**src/sv/dmst_pkg.sv**
```systemverilog
// Package for the differential motor speed and turn loop.
// Holds the request, result and configuration types, register indexes and
// the fixed arithmetic widths. Depends on nothing.
package dmst_pkg;

  // Width of the speed accumulator, which saturates at this signed range.
  localparam int ACCUM_WIDTH = 32;

  // Encoder count sums hold two 16 bit deltas.
  localparam int CNT_W   = 17;
  // Error terms: a 16 bit target minus a sum of two count sums.
  localparam int ERR_W   = 19;
  // Error times a Q8.8 gain.
  localparam int PROD_W  = 35;
  // Product after the divide by 256.
  localparam int QUO_W   = 27;
  // Working width for accumulator and drive sums.
  localparam int SUM_W   = ((ACCUM_WIDTH > QUO_W) ? ACCUM_WIDTH : QUO_W) + 2;

  localparam logic signed [SUM_W-1:0] ACC_MAX =
    {{(SUM_W-ACCUM_WIDTH+1){1'b0}}, {(ACCUM_WIDTH-1){1'b1}}};
  localparam logic signed [SUM_W-1:0] ACC_MIN = ~ACC_MAX;

  // Configuration register indexes.
  localparam int CFG_IDX_W = 3;
  localparam logic [CFG_IDX_W-1:0] REG_TARGET_SPEED  = 3'd0;
  localparam logic [CFG_IDX_W-1:0] REG_TURN_SETPOINT = 3'd1;
  localparam logic [CFG_IDX_W-1:0] REG_SPEED_GAIN    = 3'd2;
  localparam logic [CFG_IDX_W-1:0] REG_TURN_GAIN     = 3'd3;
  localparam logic [CFG_IDX_W-1:0] REG_DRIVE_LIMIT   = 3'd4;

  localparam logic signed [15:0] SPEED_GAIN_RST  = -16'sd1280;
  localparam logic signed [15:0] TURN_GAIN_RST   = 16'sd2560;
  localparam logic [14:0]        DRIVE_LIMIT_RST = 15'd7666;

  typedef struct packed {
    logic signed [15:0] target_speed;
    logic signed [15:0] turn_setpoint;
    logic signed [15:0] speed_gain;
    logic signed [15:0] turn_gain;
    logic [14:0]        drive_limit;
  } cfg_regs_t;

  typedef struct packed {
    logic signed [15:0] left_count_delta;
    logic signed [15:0] right_count_delta;
    logic               key_click;
  } in_item_t;

  typedef struct packed {
    logic [14:0] left_magnitude;
    logic        left_forward;
    logic [14:0] right_magnitude;
    logic        right_forward;
    logic        stopped;
  } out_item_t;

endpackage

```
**src/sv/dmst_cfg.sv**
```systemverilog
// Configuration register file of the differential motor speed and turn loop.
// Depends on dmst_pkg.
module dmst_cfg
  import dmst_pkg::*;
(
  input  logic                 clk,
  input  logic                 rst_n,
  input  logic                 cfg_we,
  input  logic [CFG_IDX_W-1:0] cfg_idx,
  input  logic [15:0]          cfg_wdata,
  output cfg_regs_t            regs
);

  cfg_regs_t regs_r;
  cfg_regs_t regs_nxt;

  always_comb begin
    regs_nxt = regs_r;
    if (cfg_we) begin
      unique case (cfg_idx)
        REG_TARGET_SPEED:  regs_nxt.target_speed  = cfg_wdata;
        REG_TURN_SETPOINT: regs_nxt.turn_setpoint = cfg_wdata;
        REG_SPEED_GAIN:    regs_nxt.speed_gain    = cfg_wdata;
        REG_TURN_GAIN:     regs_nxt.turn_gain     = cfg_wdata;
        REG_DRIVE_LIMIT:   regs_nxt.drive_limit   = cfg_wdata[14:0];
        default:           regs_nxt = regs_r;
      endcase
    end
  end

  always_ff @(posedge clk) begin
    if (!rst_n) begin
      regs_r.target_speed  <= '0;
      regs_r.turn_setpoint <= '0;
      regs_r.speed_gain    <= SPEED_GAIN_RST;
      regs_r.turn_gain     <= TURN_GAIN_RST;
      regs_r.drive_limit   <= DRIVE_LIMIT_RST;
    end else begin
      regs_r <= regs_nxt;
    end
  end

  assign regs = regs_r;

endmodule

```
**config.mk**
```make
export PLATFORM = sky130hd
export DESIGN_NAME = dmst_cfg
export DESIGN_NICKNAME = d
export VERILOG_FILES = /design/src/sv/dmst_pkg.sv /design/src/sv/dmst_cfg.sv
export SDC_FILE = /design/constraint.sdc
export NUM_CORES = 1
export LEC_CHECK = 0
export BUFFER_PORTS_ARGS = -buffer_cell sky130_fd_sc_hd__buf_2
export CELL_PAD_IN_SITES_DETAIL_PLACEMENT = 0
export CELL_PAD_IN_SITES_GLOBAL_PLACEMENT = 1
export CORE_UTILIZATION = 34
export DETAILED_ROUTE_END_ITERATION = 10
export GPL_ROUTABILITY_DRIVEN = 0
export PLACE_DENSITY = 0.76
export SYNTH_ARGS = -nofsm -noshare
export SYNTH_HDL_FRONTEND = slang
export SYNTH_SLANG_ARGS = --single-unit
```
**constraint.sdc**
```tcl
create_clock -name clk -period 1 [get_ports clk]
set_input_delay 0.15 -clock clk [delete_from_list [all_inputs] [get_ports clk]]
set_output_delay 0.15 -clock clk [all_outputs]
set_load 0.01 [all_outputs]
```
# [Word-level counts from Yosys, hierarchy flattened]
# Index checks and enable logic that the tools add are counted.
# W data, S select, Z words.
[word_totals] in_bits=22 word_cells=15 output_inout_bits=79 regBits=79
[classes] n_reduce_logical=6 n_eq_ne=4
[op_table] operator="$reduce_and A2 Y1" n=5
[op_table] operator="$eq A3 B2 Y1 const B" n=2
[op_table] operator="$eq A3 B1 Y1 const B" n=1
[op_table] operator="$eq A3 B3 Y1 const B" n=1
[op_table] operator="$logic_not A3 Y1" n=1

# [Longest topological paths before layout]
[logic_depth] depth_word=2 mapped_depth=5 depth_no_buf=2

# [Worst setup path before layout]
# Ideal clock, no wire load.
[synth_timing] path_kind="input to register" start="in cfg_idx[0]" end="reg regs_r, in the netlist regs[63]" t_required_ps=928 path_stages=4 setup_time_ps=72 arrival_time_ps=895 slack_ps=34 n_path_buf=2 cell_sequence="nor4b_2 buf_4 buf_12 mux2i_1"
[synth_between] elab_chain_cells=2
[synth_rtl] item="start: declaration" line="dmst_cfg.sv:9" text="input logic [CFG_IDX_W-1:0] cfg_idx,"
[synth_rtl] item="$logic_not A3 Y1" line="dmst_cfg.sv:20" text="unique case (cfg_idx)"
[synth_rtl] item="$reduce_and A2 Y1 (no line)"
[synth_rtl] item="end signal: assignment" line="dmst_cfg.sv:39" text="regs_r <= regs_nxt;"
[synth_rtl] item="end: declaration" line="dmst_cfg.sv:14" text="cfg_regs_t regs_r;"
# No other way between the ends.
# A chain may end at the register's enable or synchronous reset.

# [Worst setup path after layout]
[layout_timing] start="reg regs_r, in the netlist regs[74]" end="out regs[74] (netlist bit)"
[layout_rtl] item="end: declaration" line="dmst_cfg.sv:11" text="output cfg_regs_t regs"
# No word-level cell between the ends.

==> impl_metrics.yaml <==
sta:
  fin_crit_sh: 0.963
  grt_setup_unrepaired: "true"
  max_slew.worst_pin.slew_ns: 0.255
  worst_slew_margin_rel: 0.829
  maxClockFrequency_ghz: 1.04
  finalSetupViolCount: 0
  fin_crit_ns: 0.963
  finalClockSkew_ns: 0
  finalWorstSetupSlack_ns: 0.0373
  final_max_slew_viol_count: 0
  hold_viol: 0
  tns_ns: 0
cells_and_area:
  finalCoreUtilization: 0.514
  sequential_cell_area_mm2: 0.00168
  n_antenna_cell: 0
  layout.nets: 424
  area_growth_syn_to_layout_pct: 45.4
  multi_input_area_mm2: 0.00136
  layout.cells.most_common_list: "sky130_fd_sc_hd__mux2i_1, sky130_fd_sc_hd__dfxtp_2, sky130_fd_sc_hd__nand2_1, sky130_fd_sc_hd__buf_6, sky130_fd_sc_hd__buf_2"
  post_route_cells_drive_above_1_share: 0.531
  number_of_fill_cells_in_the_layout: 816
  largest_register_ff_count: 79
  layoutNonFillerInstCount: 515
critical_path:
  critical_path.max_stage_delay_ns: 0.36
  critPathLaunchType: "register"
  critPathCaptureType: "output port"
  cp_cell_sequence: "buf_6"
  critPathBufInv: 1
  arrival_ns: 0.81
  critical_path_class: "register to output port"
  cpMaxStageDelayCell: "sky130_fd_sc_hd__dfxtp_2"
  cp_max_fo: 2
  worst-endpoint-required_ns: 0.85
  critical-path-top-delay-family: "flip-flops"
floorplan:
  floorplan.initialDensity: 0.353
  core.rowCount: 34
  core_region_area_mm2: 0.00876
  dieArea_mm2: 0.00949
  io_pins: 101
  fp.dieH_um: 97.4
  dieWidth_um: 97.4
logic_synthesis:
  synth.cell_area_mm2: 0.00310
  synth_xor_area_frac: 0
  yosys-mux-area-fraction: 0.255
  flip_flop_and_latch_count_after_synthesis: 79
  synth_area_per_cell_um2: 10.5
  synth_compound_area_frac: 0
  main_combinational_cell_family_by_area_after_synthesis: "multiplexers"
  mappedNetlistNets: 316
  synth-simple-area-share: 0.179
  synth_adder_area_share: 0
  yosysWarnings: 0
  proportion_of_synthesized_chip_area_in_sequential_cells: 0.511
  syn-instance-count: 294
  synthDistinctLibCells: 14
grt:
  grt_start_max_net_pins: 46
  globalRoute.totalOverflow: 0
  first_global_vias: 2197
  grt_first_pass_wirelength_um: 11300
  antenna_found_initial: 0
  groute.usage.overall: 0.156
pwr:
  power.density_cell_area_mw_per_mm2: 1400
  fin_total_pwr_w: 0.00630
  leakage_nw: 1.94
  worst_ir_drop_vdd_mv: 0.558
clocking:
  post_cts_hold_buffer_count: 0
  clock_path_buffers: 2
  clock_tree_from_tritoncts: "yes"
  cts.sinks: 79
  clockRootBuffer: "sky130_fd_sc_hd__clkbuf_8"
  cts_made_buffers: 9
  insertion_delay_of_the_later_clocked_pin_in_the_worst_skew_pair_ns: 0.35
  cts.clk_slew.worst_paths_ns: 0.09
  cts_max_level: 3
route:
  detail_route.iter0.violations: 50
  post_drt_wl_per_cell_um: 14.9
  drtPass1Iterations: 4
  remaining_antenna_violation_count_after_routing: 0
  vias_per_cell: 4.55
  wl_um: 7660
  drc: 0
  vias: 2345
placed_design:
  detailedPlacementHpwl_um: 5130
  pre_cts_slack_ns: -0.136
  dp.cells: 490
  portBuffers: 100
status:
  outcome: "finished clean"
flow_run:
  maxCapViolations: 0
worst_hold_path:
  hp-class: "input port to register"
## repair_timing
item                                    in CTS  in global routing
resized for setup                           34                108
buffers inserted                             0                  9
endpoints found under the setup margin      34                 79
## routing by layer
layer  global-route usage  share of wire  vias up
met3               0.0453          0.049        7
met1                0.214           0.48     1102
met5                    0              0        -
li1                     -              -     1178
met4               0.0543          0.012        0
met2                0.232           0.46       58
## worst min-delay path, delay by kind of cell
family | cells | cell delay (ns)
buf+inv | 1 | 0.09
mux | 1 | 0.11
simple gates | 1 | 0.04
## Yosys cell counts
master,number,area [µm²]
sky130_fd_sc_hd__buf_4,2,15.0
sky130_fd_sc_hd__nor2b_1,31,194
sky130_fd_sc_hd__nand4b_1,1,8.76
sky130_fd_sc_hd__nor4b_2,1,15.0
sky130_fd_sc_hd__and4bb_1,2,25.0
sky130_fd_sc_hd__mux2i_1,79,791
sky130_fd_sc_hd__nand4bb_1,1,11.3
sky130_fd_sc_hd__dfxtp_1,79,1580
sky130_fd_sc_hd__buf_2,8,40.0
sky130_fd_sc_hd__buf_12,3,60.1
sky130_fd_sc_hd__buf_6,3,33.8
sky130_fd_sc_hd__nand2_1,77,289
sky130_fd_sc_hd__clkbuf_1,6,22.5
sky130_fd_sc_hd__nor4bb_1,1,10.0
## worst paths after layout
path,from,end,slack [ns],cells after the start
hold reg to reg,regs[35],regs[35],0.46,2
setup reg to reg,regs[10],regs[10],0.27,3
setup / recovery,regs[74],regs[74],0.04,1
hold / removal,cfg_wdata[7],regs[7],0.06,3
## layout make-up
type / count / area share
Sequential cell: 79 / 0.373
Multi-Input combinational cell: 193 / 0.302
Timing Repair Buffer: 119 / 0.250
Tap cell: 108 / 0.0300
Clock buffer: 9 / 0.0275
Clock inverter: 7 / 0.0178
## per-stage QoR
step                      hold slack, ns  area (µm²)
after floorplan                    0.315        3100
after global placement             0.424        3740
after detailed placement           0.431        3740
after CTS                         0.0484        4000
after global routing              0.0522        4500
final                             0.0604        4500
## logic make-up (layout without fill, tap and decap cells)
kind of cell	Yosys count	in the layout
mux	79	79
flops	79	79
simple gates	114	114
buf+inv	22	135
## power breakdown
part | total, W | internal, W | switching [W]
registers | 0.00327 | 0.00322 | 0.0000490
clock network | 0.00245 | 0.00119 | 0.00126
logic | 0.000578 | 0.000293 | 0.000286
total | 0.00630 | 0.00471 | 0.00159
Power figures use the tool's default switching activity.
